## src/rtl/core/bpd_pkg.sv

```systemverilog
// Blank page detector package: shared types, register and mode codes,
// and the nibble popcount table.
// No dependencies.
package bpd_pkg;

    localparam int CountW = 32;
    localparam int HitW   = 4;
    localparam int AddrW  = 5;
    localparam int DataW  = 32;

    typedef logic [CountW-1:0] t_count;
    typedef logic [HitW-1:0]   t_hits;
    typedef logic [AddrW-1:0]  t_addr;
    typedef logic [DataW-1:0]  t_data;
    typedef logic [2:0]        t_reg_idx;

    localparam logic [1:0] MODE_BIT  = 2'd0;
    localparam logic [1:0] MODE_GREY = 2'd1;
    localparam logic [1:0] MODE_RGB  = 2'd2;

    localparam logic [1:0] POLICY_RECORD = 2'd0;
    localparam logic [1:0] POLICY_MARK   = 2'd1;
    localparam logic [1:0] POLICY_BACK   = 2'd2;

    localparam t_reg_idx REG_DEPTH_MODE   = 3'd0;
    localparam t_reg_idx REG_PIXEL_TARGET = 3'd1;
    localparam t_reg_idx REG_BLANK_POLICY = 3'd2;
    localparam t_reg_idx REG_GREY_LIMIT   = 3'd3;
    localparam t_reg_idx REG_RGB_LIMIT    = 3'd4;

    localparam logic [1:0] DEPTH_MODE_RST   = MODE_GREY;
    localparam t_count     PIXEL_TARGET_RST = '0;
    localparam logic [1:0] BLANK_POLICY_RST = POLICY_RECORD;
    localparam logic [7:0] GREY_LIMIT_RST   = 8'd251;
    localparam logic [7:0] RGB_LIMIT_RST    = 8'd240;

    localparam t_hits PIX_PER_BIT_BYTE = 4'd8;
    localparam t_hits PIX_PER_PIXEL    = 4'd1;

    typedef struct packed {
        logic [1:0] depth_mode;
        t_count     pixel_target;
        logic [1:0] blank_policy;
        logic [7:0] grey_limit;
        logic [7:0] rgb_limit;
    } t_cfg;

    function automatic logic [2:0] nibble_ones(input logic [3:0] nib);
        logic [2:0] ones;
        case (nib)
            4'h0: ones = 3'd0;
            4'h1, 4'h2, 4'h4, 4'h8: ones = 3'd1;
            4'h3, 4'h5, 4'h6, 4'h9, 4'ha, 4'hc: ones = 3'd2;
            4'h7, 4'hb, 4'hd, 4'he: ones = 3'd3;
            default: ones = 3'd4;
        endcase
        return ones;
    endfunction

endpackage

```

## src/rtl/core/bpd_in_if.sv

```systemverilog
// Input channel of the blank page detector: one raster word per beat.
// Depends on nothing.
interface bpd_in_if;
    logic       valid;
    logic       ready;
    logic       first_of_page;
    logic       end_of_page;
    logic       front_side;
    logic [7:0] byte_a;
    logic [7:0] byte_b;
    logic [7:0] byte_c;

    modport source (output valid, first_of_page, end_of_page, front_side,
                    byte_a, byte_b, byte_c, input ready);
    modport sink   (input valid, first_of_page, end_of_page, front_side,
                    byte_a, byte_b, byte_c, output ready);
endinterface

```

## src/rtl/core/bpd_out_if.sv

```systemverilog
// Result channel of the blank page detector: one count result per beat.
// Depends on nothing.
interface bpd_out_if;
    logic        valid;
    logic        ready;
    logic [31:0] nonblank_total;
    logic [31:0] pixel_total;
    logic        still_blank;
    logic        blank_flag;
    logic        page_done;

    modport source (output valid, nonblank_total, pixel_total, still_blank,
                    blank_flag, page_done, input ready);
    modport sink   (input valid, nonblank_total, pixel_total, still_blank,
                    blank_flag, page_done, output ready);
endinterface

```

## src/rtl/core/bpd_cfg_regs.sv

```systemverilog
// APB-style configuration registers of the blank page detector.
// Depends on bpd_pkg.
module bpd_cfg_regs (
    input  logic           i_clk,
    input  logic           i_rst_n,
    input  logic           psel,
    input  logic           penable,
    input  logic           pwrite,
    input  bpd_pkg::t_addr paddr,
    input  bpd_pkg::t_data pwdata,
    output bpd_pkg::t_data prdata,
    output logic           pready,
    output bpd_pkg::t_cfg  o_cfg
);

    bpd_pkg::t_cfg    r_cfg;
    bpd_pkg::t_reg_idx w_idx;
    logic             w_wr;

    assign pready = 1'b1;
    assign w_idx  = paddr[4:2];
    assign w_wr   = psel && penable && pwrite;

    always_ff @(posedge i_clk) begin
        if (!i_rst_n) begin
            r_cfg.depth_mode   <= bpd_pkg::DEPTH_MODE_RST;
            r_cfg.pixel_target <= bpd_pkg::PIXEL_TARGET_RST;
            r_cfg.blank_policy <= bpd_pkg::BLANK_POLICY_RST;
            r_cfg.grey_limit   <= bpd_pkg::GREY_LIMIT_RST;
            r_cfg.rgb_limit    <= bpd_pkg::RGB_LIMIT_RST;
        end else if (w_wr) begin
            unique case (w_idx)
                bpd_pkg::REG_DEPTH_MODE:   r_cfg.depth_mode   <= pwdata[1:0];
                bpd_pkg::REG_PIXEL_TARGET: r_cfg.pixel_target <= pwdata;
                bpd_pkg::REG_BLANK_POLICY: r_cfg.blank_policy <= pwdata[1:0];
                bpd_pkg::REG_GREY_LIMIT:   r_cfg.grey_limit   <= pwdata[7:0];
                bpd_pkg::REG_RGB_LIMIT:    r_cfg.rgb_limit    <= pwdata[7:0];
                default: ;
            endcase
        end
    end

    always_comb begin
        unique case (w_idx)
            bpd_pkg::REG_DEPTH_MODE:   prdata = {30'd0, r_cfg.depth_mode};
            bpd_pkg::REG_PIXEL_TARGET: prdata = r_cfg.pixel_target;
            bpd_pkg::REG_BLANK_POLICY: prdata = {30'd0, r_cfg.blank_policy};
            bpd_pkg::REG_GREY_LIMIT:   prdata = {24'd0, r_cfg.grey_limit};
            bpd_pkg::REG_RGB_LIMIT:    prdata = {24'd0, r_cfg.rgb_limit};
            default:                   prdata = '0;
        endcase
    end

    assign o_cfg = r_cfg;

endmodule

```

## src/rtl/core/bpd_classify.sv

```systemverilog
// Pixel classifier: non-blank hits and pixel count of one raster word.
// Depends on bpd_pkg.
module bpd_classify (
    input  bpd_pkg::t_cfg  i_cfg,
    input  logic [7:0]     i_byte_a,
    input  logic [7:0]     i_byte_b,
    input  logic [7:0]     i_byte_c,
    output bpd_pkg::t_hits o_hits,
    output bpd_pkg::t_hits o_pix
);

    logic [2:0] w_ones_lo;
    logic [2:0] w_ones_hi;
    logic       w_grey_hit;
    logic       w_rgb_hit;

    assign w_ones_lo  = bpd_pkg::nibble_ones(i_byte_a[3:0]);
    assign w_ones_hi  = bpd_pkg::nibble_ones(i_byte_a[7:4]);
    assign w_grey_hit = i_byte_a < i_cfg.grey_limit;
    assign w_rgb_hit  = (i_byte_a < i_cfg.rgb_limit) ||
                        (i_byte_b < i_cfg.rgb_limit) ||
                        (i_byte_c < i_cfg.rgb_limit);

    always_comb begin
        case (i_cfg.depth_mode)
            bpd_pkg::MODE_BIT: begin
                o_hits = {1'b0, w_ones_lo} + {1'b0, w_ones_hi};
                o_pix  = bpd_pkg::PIX_PER_BIT_BYTE;
            end
            bpd_pkg::MODE_GREY: begin
                o_hits = {3'd0, w_grey_hit};
                o_pix  = bpd_pkg::PIX_PER_PIXEL;
            end
            bpd_pkg::MODE_RGB: begin
                o_hits = {3'd0, w_rgb_hit};
                o_pix  = bpd_pkg::PIX_PER_PIXEL;
            end
            default: begin
                o_hits = '0;
                o_pix  = '0;
            end
        endcase
    end

endmodule

```

## src/rtl/core/blank_page_detector.sv

```systemverilog
// Blank page detector top level: input register, classifier, saturating
// page counters and result register. Depends on bpd_pkg, bpd_in_if,
// bpd_out_if, bpd_cfg_regs and bpd_classify.
//
//  channel  | dir | handshake        | beat
//  ---------+-----+------------------+------------------------------------------
//  i_in     | in  | valid/ready      | page flags and three pixel bytes
//  o_res    | out | valid/ready      | counts, still_blank, blank_flag, page_done
//  APB      | in  | psel/penable     | register write or read, pready always high
//
// One beat per cycle sustained while o_res is not stalled; a beat's result
// reaches o_res through the input register, then the result register, and
// can be taken there while o_res.ready is high.
// Synchronous active-low reset clears both counters and all valid flags and
// loads the register defaults.
// A stall on o_res holds the result; an empty input register still takes one more
// beat before i_in.ready drops.
module blank_page_detector (
    input  logic           i_clk,
    input  logic           i_rst_n,
    bpd_in_if.sink         i_in,
    bpd_out_if.source      o_res,
    input  logic           psel,
    input  logic           penable,
    input  logic           pwrite,
    input  bpd_pkg::t_addr paddr,
    input  bpd_pkg::t_data pwdata,
    output bpd_pkg::t_data prdata,
    output logic           pready
);

    bpd_pkg::t_cfg   w_cfg;

    logic            r_s1_valid;
    logic            r_s1_first;
    logic            r_s1_last;
    logic            r_s1_front;
    logic [7:0]      r_s1_a;
    logic [7:0]      r_s1_b;
    logic [7:0]      r_s1_c;

    logic            r_o_valid;
    bpd_pkg::t_count r_nb_count;
    bpd_pkg::t_count r_px_count;
    logic            r_still;
    logic            r_mark;
    logic            r_done;

    bpd_pkg::t_hits  w_hits;
    bpd_pkg::t_hits  w_pix;
    bpd_pkg::t_count w_nb_base;
    bpd_pkg::t_count w_px_base;
    logic [32:0]     w_nb_sum;
    logic [32:0]     w_px_sum;
    bpd_pkg::t_count n_nb_count;
    bpd_pkg::t_count n_px_count;
    logic            n_still;
    logic            n_mark;
    logic            w_in_acc;
    logic            w_s1_adv;

    bpd_cfg_regs u_cfg (
        .i_clk   (i_clk),
        .i_rst_n (i_rst_n),
        .psel    (psel),
        .penable (penable),
        .pwrite  (pwrite),
        .paddr   (paddr),
        .pwdata  (pwdata),
        .prdata  (prdata),
        .pready  (pready),
        .o_cfg   (w_cfg)
    );

    bpd_classify u_classify (
        .i_cfg    (w_cfg),
        .i_byte_a (r_s1_a),
        .i_byte_b (r_s1_b),
        .i_byte_c (r_s1_c),
        .o_hits   (w_hits),
        .o_pix    (w_pix)
    );

    assign w_s1_adv   = r_s1_valid && (!r_o_valid || o_res.ready);
    assign i_in.ready = !r_s1_valid || w_s1_adv;
    assign w_in_acc   = i_in.valid && i_in.ready;

    assign w_nb_base  = r_s1_first ? '0 : r_nb_count;
    assign w_px_base  = r_s1_first ? '0 : r_px_count;
    assign w_nb_sum   = {1'b0, w_nb_base} + {29'd0, w_hits};
    assign w_px_sum   = {1'b0, w_px_base} + {29'd0, w_pix};
    assign n_nb_count = w_nb_sum[32] ? '1 : w_nb_sum[31:0];
    assign n_px_count = w_px_sum[32] ? '1 : w_px_sum[31:0];
    assign n_still    = n_nb_count < w_cfg.pixel_target;

    always_comb begin
        n_mark = 1'b0;
        if (r_s1_last && n_still) begin
            case (w_cfg.blank_policy)
                bpd_pkg::POLICY_MARK: n_mark = 1'b1;
                bpd_pkg::POLICY_BACK: n_mark = !r_s1_front;
                default:              n_mark = 1'b0;
            endcase
        end
    end

    always_ff @(posedge i_clk) begin
        if (!i_rst_n) begin
            r_s1_valid <= 1'b0;
            r_o_valid  <= 1'b0;
            r_nb_count <= '0;
            r_px_count <= '0;
        end else begin
            if (w_in_acc) begin
                r_s1_valid <= 1'b1;
            end else if (w_s1_adv) begin
                r_s1_valid <= 1'b0;
            end
            if (w_s1_adv) begin
                r_o_valid  <= 1'b1;
                r_nb_count <= n_nb_count;
                r_px_count <= n_px_count;
            end else if (o_res.ready) begin
                r_o_valid <= 1'b0;
            end
        end
    end

    always_ff @(posedge i_clk) begin
        if (w_in_acc) begin
            r_s1_first <= i_in.first_of_page;
            r_s1_last  <= i_in.end_of_page;
            r_s1_front <= i_in.front_side;
            r_s1_a     <= i_in.byte_a;
            r_s1_b     <= i_in.byte_b;
            r_s1_c     <= i_in.byte_c;
        end
        if (w_s1_adv) begin
            r_still <= n_still;
            r_mark  <= n_mark;
            r_done  <= r_s1_last;
        end
    end

    assign o_res.valid          = r_o_valid;
    assign o_res.nonblank_total = r_nb_count;
    assign o_res.pixel_total    = r_px_count;
    assign o_res.still_blank    = r_still;
    assign o_res.blank_flag     = r_mark;
    assign o_res.page_done      = r_done;

    a_mark_only_at_end: assert property (@(posedge i_clk) disable iff (!i_rst_n)
        o_res.valid && o_res.blank_flag |-> o_res.page_done && o_res.still_blank)
        else $error("blank flag without end of page or while not blank");

    a_pixels_cover_hits: assert property (@(posedge i_clk) disable iff (!i_rst_n)
        o_res.valid |-> o_res.pixel_total >= o_res.nonblank_total)
        else $error("non-blank count exceeds pixel count");

    a_empty_after_reset: assert property (@(posedge i_clk)
        !i_rst_n |=> !o_res.valid && i_in.ready)
        else $error("pipeline not empty after reset");

    a_stall_holds_count: assert property (@(posedge i_clk) disable iff (!i_rst_n)
        o_res.valid && !o_res.ready |=> $stable(r_nb_count) && $stable(r_px_count))
        else $error("counters moved while result stalled");

endmodule
```

## src/flat_wrapper.sv

```systemverilog
// flat-port wrapper written by rule: the top's interface ports become plain ports
module blank_page_detector_flat 
  (i_clk, i_rst_n, psel, penable, pwrite, paddr, pwdata, prdata, pready, i_in_valid, i_in_first_of_page, i_in_end_of_page, i_in_front_side, i_in_byte_a, i_in_byte_b, i_in_byte_c, i_in_ready, o_res_valid, o_res_nonblank_total, o_res_pixel_total, o_res_still_blank, o_res_blank_flag, o_res_page_done, o_res_ready);
  bpd_in_if i_in_i ();
  bpd_out_if o_res_i ();
  input  logic i_clk;
  input  logic i_rst_n;
  input  logic psel;
  input  logic penable;
  input  logic pwrite;
  input  bpd_pkg::t_addr paddr;
  input  bpd_pkg::t_data pwdata;
  output bpd_pkg::t_data prdata;
  output logic pready;
  input wire logic [$bits(i_in_i.valid)-1:0] i_in_valid;
  input wire logic [$bits(i_in_i.first_of_page)-1:0] i_in_first_of_page;
  input wire logic [$bits(i_in_i.end_of_page)-1:0] i_in_end_of_page;
  input wire logic [$bits(i_in_i.front_side)-1:0] i_in_front_side;
  input wire logic [$bits(i_in_i.byte_a)-1:0] i_in_byte_a;
  input wire logic [$bits(i_in_i.byte_b)-1:0] i_in_byte_b;
  input wire logic [$bits(i_in_i.byte_c)-1:0] i_in_byte_c;
  output wire logic [$bits(i_in_i.ready)-1:0] i_in_ready;
  output wire logic [$bits(o_res_i.valid)-1:0] o_res_valid;
  output wire logic [$bits(o_res_i.nonblank_total)-1:0] o_res_nonblank_total;
  output wire logic [$bits(o_res_i.pixel_total)-1:0] o_res_pixel_total;
  output wire logic [$bits(o_res_i.still_blank)-1:0] o_res_still_blank;
  output wire logic [$bits(o_res_i.blank_flag)-1:0] o_res_blank_flag;
  output wire logic [$bits(o_res_i.page_done)-1:0] o_res_page_done;
  input wire logic [$bits(o_res_i.ready)-1:0] o_res_ready;
  assign i_in_i.valid = i_in_valid;
  assign i_in_i.first_of_page = i_in_first_of_page;
  assign i_in_i.end_of_page = i_in_end_of_page;
  assign i_in_i.front_side = i_in_front_side;
  assign i_in_i.byte_a = i_in_byte_a;
  assign i_in_i.byte_b = i_in_byte_b;
  assign i_in_i.byte_c = i_in_byte_c;
  assign i_in_ready = i_in_i.ready;
  assign o_res_valid = o_res_i.valid;
  assign o_res_nonblank_total = o_res_i.nonblank_total;
  assign o_res_pixel_total = o_res_i.pixel_total;
  assign o_res_still_blank = o_res_i.still_blank;
  assign o_res_blank_flag = o_res_i.blank_flag;
  assign o_res_page_done = o_res_i.page_done;
  assign o_res_i.ready = o_res_ready;
  blank_page_detector u_core (.i_clk(i_clk), .i_rst_n(i_rst_n), .i_in(i_in_i), .o_res(o_res_i), .psel(psel), .penable(penable), .pwrite(pwrite), .paddr(paddr), .pwdata(pwdata), .prdata(prdata), .pready(pready));
endmodule
```

## config.mk

```make
export PLATFORM = sky130hd
export DESIGN_NAME = blank_page_detector_flat
export DESIGN_NICKNAME = d
export VERILOG_FILES = /design/src/rtl/core/bpd_pkg.sv /design/src/rtl/core/bpd_in_if.sv /design/src/rtl/core/bpd_out_if.sv /design/src/rtl/core/bpd_cfg_regs.sv /design/src/rtl/core/bpd_classify.sv /design/src/rtl/core/blank_page_detector.sv /design/src/flat_wrapper.sv
export SDC_FILE = /design/constraint.sdc
export NUM_CORES = 1
export LEC_CHECK = 0
export BUFFER_PORTS_ARGS = -buffer_cell sky130_fd_sc_hd__buf_2
export CORE_UTILIZATION = 59
export CTS_BUF_LIST = sky130_fd_sc_hd__clkbuf_4
export CTS_CLUSTER_SIZE = 20
export DETAILED_ROUTE_END_ITERATION = 10
export GPL_ROUTABILITY_DRIVEN = 0
export PLACE_DENSITY = 0.84
export SLEW_MARGIN = 5
export SYNTH_ARGS = -nofsm -noshare
export SYNTH_HDL_FRONTEND = slang
export SYNTH_SLANG_ARGS = --single-unit
```

## constraint.sdc

```tcl
create_clock -name i_clk -period 6 [get_ports i_clk]
set_input_delay 1.2 -clock i_clk [delete_from_list [all_inputs] [get_ports i_clk]]
set_output_delay 1.2 -clock i_clk [all_outputs]
set_load 0.02 [all_outputs]
```

# After elaboration in Yosys (flattened, before gate mapping)
# Memories as Yosys holds them, arrays and structs flattened. A register that Yosys moved wholly into a read port is not among the register bits.
# Cells that the tools add are included.
# word_totals
n_memories	2
wordCells	72
regBits	148
rom_bits	96
input_bits	71
# op_classes
eq_ne	8
n_addsub	3
order_cmp	5
muxes	14
reduce_logical	22
# memory_table
name	words	word_bits	read_ports	rd_ports_with_merged_regs	write_ports	line	rtl
(name not given)	16	3	1	1	0	bpd_pkg.sv:50	case (nib)
(name not given)	16	3	1	1	0	bpd_pkg.sv:50	
# op_table
operator	n
$pmux 32 s5	1
$mux 32	4
$add 32x4->33	2
$lt 32x32->1	1
$lt 8x8->1	4
$pmux 4 s3	1
$reduce_and 2->1	5
$mux 4	2
$pmux 4 s2	1
$eq 3x2->1 const B	2
$logic_and 1x1->1	5
$add 3x3->4	1
$eq 2x1->1 const B	2
$eq 2x2->1 const B	2
$logic_or 1x1->1	4
$mux 1	4
$reduce_bool 2->1	2
$eq 3x1->1 const B	1
$eq 3x3->1 const B	1
$logic_not 1->1	3
$logic_not 3->1	1
$logic_not 2->1	1
$pmux 1 s2	1
$reduce_or 2->1	1

# Depth between registers and ports, before layout
# logic_depth
word_depth	8
mapped_depth	23
ltp_nobuf	23

# By module
# A second synthesis with hierarchy kept.
# hier_totals
cells_unflattened	1187
area_unflattened_um2	9990.8
# by_module_without_submodules
mod	area_per_inst_um2	instances	cells_per_inst	seq_area_each_um2
blank_page_detector	6446.2	1	784	2222.1
bpd_cfg_regs	2499.9	1	276	1041.0
bpd_classify	1044.8	1	127	0.0

# Least setup slack after synthesis
# No wires, ideal clock.
# synth_path
path_kind	register to register
start	reg u_core.r_s1_first
end	reg u_core.r_mark, in the netlist u_core.o_res.blank_flag, data pin
period_less_slack_ns	4.851
stages_incl_launch_ff	22
arrival_time_ns	4.676
required_ns	5.825
path_buffers	6
setup_slack_ns	1.149
path_cell_list	edfxtp_1 -> buf_4 -> buf_2 -> buf_2 -> clkbuf_1 -> clkbuf_1 -> nor2b_1 -> ha_1 -> fa_1 -> nand3_1 -> a2111oi_4 -> buf_2 -> and3_1 -> and3_1 -> or3_1 -> ha_1 -> nand2_1 -> o21ai_0 -> a2111oi_0 -> a22oi_1 -> o31ai_1 -> nor4bb_1
# synth_via
elab_chain_len	5
# synth_rtl
element	line	rtl
start: declaration	blank_page_detector.sv:35	logic r_s1_first;
start signal: assignment	blank_page_detector.sv:131	r_s1_first <= i_in.first_of_page;
$mux 32	blank_page_detector.sv:88	assign w_nb_base = r_s1_first ? '0 : r_nb_count;
$add 32x4->33	blank_page_detector.sv:90	assign w_nb_sum = {1'b0, w_nb_base} + {29'd0, w_hits};
$mux 32	blank_page_detector.sv:92	assign n_nb_count = w_nb_sum[32] ? '1 : w_nb_sum[31:0];
named net u_core.n_nb_count[26]	blank_page_detector.sv:55	bpd_pkg::t_count n_nb_count;
$lt 32x32->1	blank_page_detector.sv:94	assign n_still = n_nb_count < w_cfg.pixel_target;
named net u_core.n_still	blank_page_detector.sv:57	logic n_still;
$logic_and 1x1->1	blank_page_detector.sv:98	if (r_s1_last && n_still) begin
end signal: assignment	blank_page_detector.sv:140	r_mark <= n_mark;
end: declaration	blank_page_detector.sv:46	logic r_mark;
# The timed path passes the listed nets, and every way through them passes these cells.
# A chain may end at the register's enable or synchronous reset.

# Worst setup path in the final report
# layout_path
start	reg u_core.u_cfg.r_cfg, in the netlist u_core.u_cfg.o_cfg[1]
end	reg u_core.r_mark, in the netlist u_core.o_res.blank_flag, data pin
# layout_via
elab_chain_len	8
word_cells_on_any_way	10
classes_between	add/sub (1); order compare (4); mux (2); reduce/logical (3)
# layout_rtl
element	line	rtl
start: declaration	bpd_cfg_regs.sv:16	bpd_pkg::t_cfg r_cfg;
$lt 8x8->1, on equally long branches	bpd_classify.sv:20, bpd_classify.sv:21	
$logic_or 1x1->1	bpd_classify.sv:20	assign w_rgb_hit = (i_byte_a < i_cfg.rgb_limit) ||
$logic_or 1x1->1 *	bpd_classify.sv:21	(i_byte_b < i_cfg.rgb_limit) ||
$pmux 4 s3 *	bpd_classify.sv:25	case (i_cfg.depth_mode)
$add 32x4->33 *	blank_page_detector.sv:90	
$mux 32 *	blank_page_detector.sv:92	
named net u_core.n_nb_count[30]	blank_page_detector.sv:55	
$lt 32x32->1 *	blank_page_detector.sv:94	
named net u_core.n_still	blank_page_detector.sv:57	
$logic_and 1x1->1 *	blank_page_detector.sv:98	
# Mark *: on every way through the listed nets, which the timed path passes. The rest lies on a longest branch.

==> results by group <==
Floorplan
  – Starting Density: 61.2%
  – Die width: 131 µm
  – Floorplan row count: 46
  – Die Area: 17200 µm²
  – Ports: 173
  – Core area: 16100 µm²
  – DIE HEIGHT: 131 µm

STA
  – Endpoints failing hold: 0
  – Achievable clock frequency: 175 MHz
  – Unrepaired setup endpoints after global routing: no
  – Setup TNS: 0 ns
  – Clk_skew: 0.0176 ns
  – Final Cycle Share: 95.2%
  – Tightest Pin Transition: 1.09 ns
  – Setup violators final: 0
  – Slew Limit Headroom: 27.1%
  – Final Max Slew Viols: 0
  – Tmin final: 5.71 ns
  – PnR worst setup slack: 0.289 ns

Synthesis
  – Syn Inst Count: 1204
  – Syn Nets: 1358
  – Netlist cell types: 82
  – XOR/XNOR Fraction of Synth Area: 2.41%
  – Post-synthesis mux area share: 3.26%
  – Main flop type after synthesis: dfxtp_1
  – #FFs+latches synth: 154
  – Share of flip-flops with an asynchronous set or reset: 0%
  – Mean Syn Cell Area: 8.17 µm²
  – Yosys warns: 0
  – Compound-cell area share of the yosys netlist: 20.1%
  – Mapped cell area: 9830 µm²
  – EDFF count, synth: 30
  – Combinational family with the most area after synthesis: simple AND/OR/NAND/NOR gates
  – Register area share after synthesis: 34.4%
  – Post-Synth Simple-Gate Area: 23.8%
  – Adder-Cell Fraction of Synth Area: 10.7%

Pwr
  – Switching power total: 597 µW
  – Sequential Power Share: 56.6%
  – Clk pwr share: 31.3%
  – Gate power share: 12.2%
  – Power per standard cell area: 176 nW/µm²
  – Switching part of the total power: 30.6%
  – Leakage: 4.78 nW
  – Int Pwr: 1.36 mW
  – VDD IR max: 0.166 mV

GRT
  – Number of global-route vias before repair: 8597
  – Gr ovfl total: 0
  – Total global-route track usage: 31.0%
  – Initial antenna violation count: 1
  – First-pass GRT wire length: 41300 µm
  – Pin count of the biggest net entering global routing: 66

Clock tree
  – Post-CTS sizing: 0
  – Hold buffer count at cts: 0
  – CTS H-tree lvls: 4
  – Root buffer cell: clkbuf_4
  – Clock latency on the worst-skew pair: 0.61 ns
  – Clock Path Buffers: 2
  – CTS tree: done
  – CTS Buf Count: 17
  – Setup Fix Bufs, Post-CTS: 0
  – Clock sink count: 154
  – CTS clock-pin slew for the worst setup and hold paths: 0.16 ns

Placement
  – Placement Setup Slack: 0.188 ns
  – Post-DP HPWL: 19200 µm
  – Placed insts: 1542
  – I/O Buffers: 169

Setup path
  – Setup crit end kind: flop
  – Startpoint Class: flop
  – Worst-path maximum fanout: 4
  – WS Path Type: flop to flop
  – Worst Path Arrival: 6.15 ns
  – Worst EP required: 6.43 ns

Route
  – DRT iter0 DRCs: 934
  – DRT Pass-1 Iters: 9
  – Number of remaining DRC errors: 0
  – Vias post-DR: 9630
  – Via density: 6.11
  – Detailed Route WL: 26400 µm
  – Post-DRT Antenna Nets: 0
  – Drt wl/cell: 16.7 µm

Min path
  – Hold Crit Class: flop to flop

Finish
  – Area grow syn2layout: 12.5%
  – FILL cells: 1330
  – Final #Nets: 1499
  – Share of cells above drive strength 1: 18.3%
  – Final core utilization: 68.9%
  – Fin cells: 1575

Job
  – Max-cap violations: 0

Status
  – Status: finished, final reports clean
==> placed cells by master (no fill, tap or decap), types with 9 or more instances in the layout <==
cell	Yosys	routed
nand2_1	170	169
buf_2	9	169
dfxtp_1	124	124
a21oi_1	96	96
o21ai_0	84	84
nor2_1	84	83
ha_1	81	81
inv_1	67	67
nand3_1	35	35
mux2i_1	32	32
edfxtp_1	30	30
nor3_1	29	29
nor2b_1	23	23
and3_1	21	21
a31oi_1	21	21
xnor2_1	19	19
clkbuf_4	0	17
nand4_1	16	16
buf_4	2	14
a22oi_1	13	13
nor4_1	12	12
o21a_1	12	12
a211oi_1	11	11
a21boi_0	11	11
nand2b_1	10	10
a21o_1	9	9
inv_6	0	9
==> sequential cells by signal (all words and copies together) (netlist names) <==
register	cells
u_core.r_s1_valid	1
u_core.o_res.page_done	1
u_core.u_classify.w_ones_lo	3
u_core.r_s1_last	1
u_core.r_s1_b	8
u_core.r_s1_a	8
u_core.r_s1_c	8
u_core.u_classify.w_ones_hi	3
u_core.o_res.pixel_total	32
u_core.u_cfg.o_cfg	52
u_core.o_res.still_blank	1
u_core.o_res.valid	1
u_core.r_s1_first	1
u_core.o_res.blank_flag	1
u_core.o_res.nonblank_total	32
u_core.r_s1_front	1
==> critical path, stage by stage (launching register included) <==
cell	delay, ns
dfxtp_1	0.39
inv_1	0.10
ha_1	0.30
a21o_1	0.16
a211oi_1	0.29
o21a_1	0.19
o41ai_1	0.11
a31oi_1	0.24
ha_1	0.26
fa_1	0.24
nand3_1	0.21
a2111oi_4	0.46
nand2_1	0.17
nor4_2	0.46
and3_1	0.21
o21ai_0	0.10
ha_1	0.31
and4_1	0.22
a2111oi_0	0.39
a22oi_1	0.13
o31ai_2	0.35
nor4bb_1	0.23
==> cell families (layout without fill, tap and decap cells) <==
logic type / after synthesis / in the layout
compound gates: 316 / 316
xor+xnor: 27 / 27
fa+ha+maj: 83 / 83
buf+inv: 131 / 285
flops: 154 / 154
mux: 32 / 32
other cells: 1 / 2
simple gates: 460 / 460
==> Yosys cell counts, drive strengths merged, types with 7 or more instances <==
library cell	n	area share, %
mux2i	32	3.3
dfxtp	124	25
edfxtp	30	9.2
a21boi	12	0.92
o221a	7	0.80
xor2	8	0.71
nor4	18	1.9
nand3	36	1.9
o21a	12	0.92
ha	81	10
inv	70	2.7
a21o	9	0.69
clkbuf	45	1.7
nand2	170	6.5
nand2b	11	0.73
nor2b	23	1.5
a31oi	21	1.3
o21ai	86	4.4
a22oi	13	0.99
and2	7	0.45
buf	16	0.88
and3	21	1.3
a21oi	96	4.9
xnor2	19	1.7
or3	7	0.45
nor3	30	1.6
nor2	85	3.3
o22ai	8	0.51
a211oi	11	0.84
nand4	18	1.3
==> routing by layer <==
| layer | vias to the layer above | part of all wire [%] | global-route usage, % |
|---|---|---|---|
| li1 | 4615 | - | - |
| met1 | 4459 | 42 | 38.8 |
| met2 | 491 | 46 | 50.9 |
| met3 | 65 | 8.6 | 7.02 |
| met4 | 0 | 3.2 | 14.0 |
| met5 | - | 0 | 0 |
==> final timing paths <==
path | start | cells past startpoint | end | slack (ns)
setup / recovery | u_core.u_cfg.o_cfg[1] | 21 | u_core.o_res.blank_flag | 0.29
hold / removal | u_core.u_cfg.o_cfg[31] | 2 | u_core.u_cfg.o_cfg[31] | 0.47
setup reg to reg | u_core.u_cfg.o_cfg[1] | 21 | u_core.o_res.blank_flag | 0.29
hold reg to reg | u_core.u_cfg.o_cfg[31] | 2 | u_core.u_cfg.o_cfg[31] | 0.47
==> stage by stage <==
step | power (mW) | cell area, µm² | hold WS, ns
floorplan | 1.28 | 9830 | 0.418
global placement | 1.35 | 10800 | 0.441
detailed placement | 1.36 | 10800 | 0.448
CTS | 1.96 | 11100 | 0.467
global route | 2.03 | 11100 | 0.479
finish | 1.95 | 11100 | 0.467
==> power groups by stage <==
stage | sequential [mW] | clock, mW | combinational [mW]
after floorplan | 1.13 | 0 | 0.150
after global placement | 1.13 | 0 | 0.226
after detailed placement | 1.13 | 0 | 0.234
after CTS | 1.10 | 0.620 | 0.235
after global routing | 1.11 | 0.663 | 0.261
final | 1.10 | 0.610 | 0.238
==> cell type report <==
cell class	instances	area, µm²	area share, %
clock buffer	17	128	1.15
inverter	70	263	2.38
clock inverter	15	125	1.13
tap	216	270	2.44
multi-input combinational	919	5940	53.7
sequential	154	3380	30.6
antenna	1	2.50	0.0226
timing repair buffer	183	951	8.60
Power figures use the tool's default switching activity.
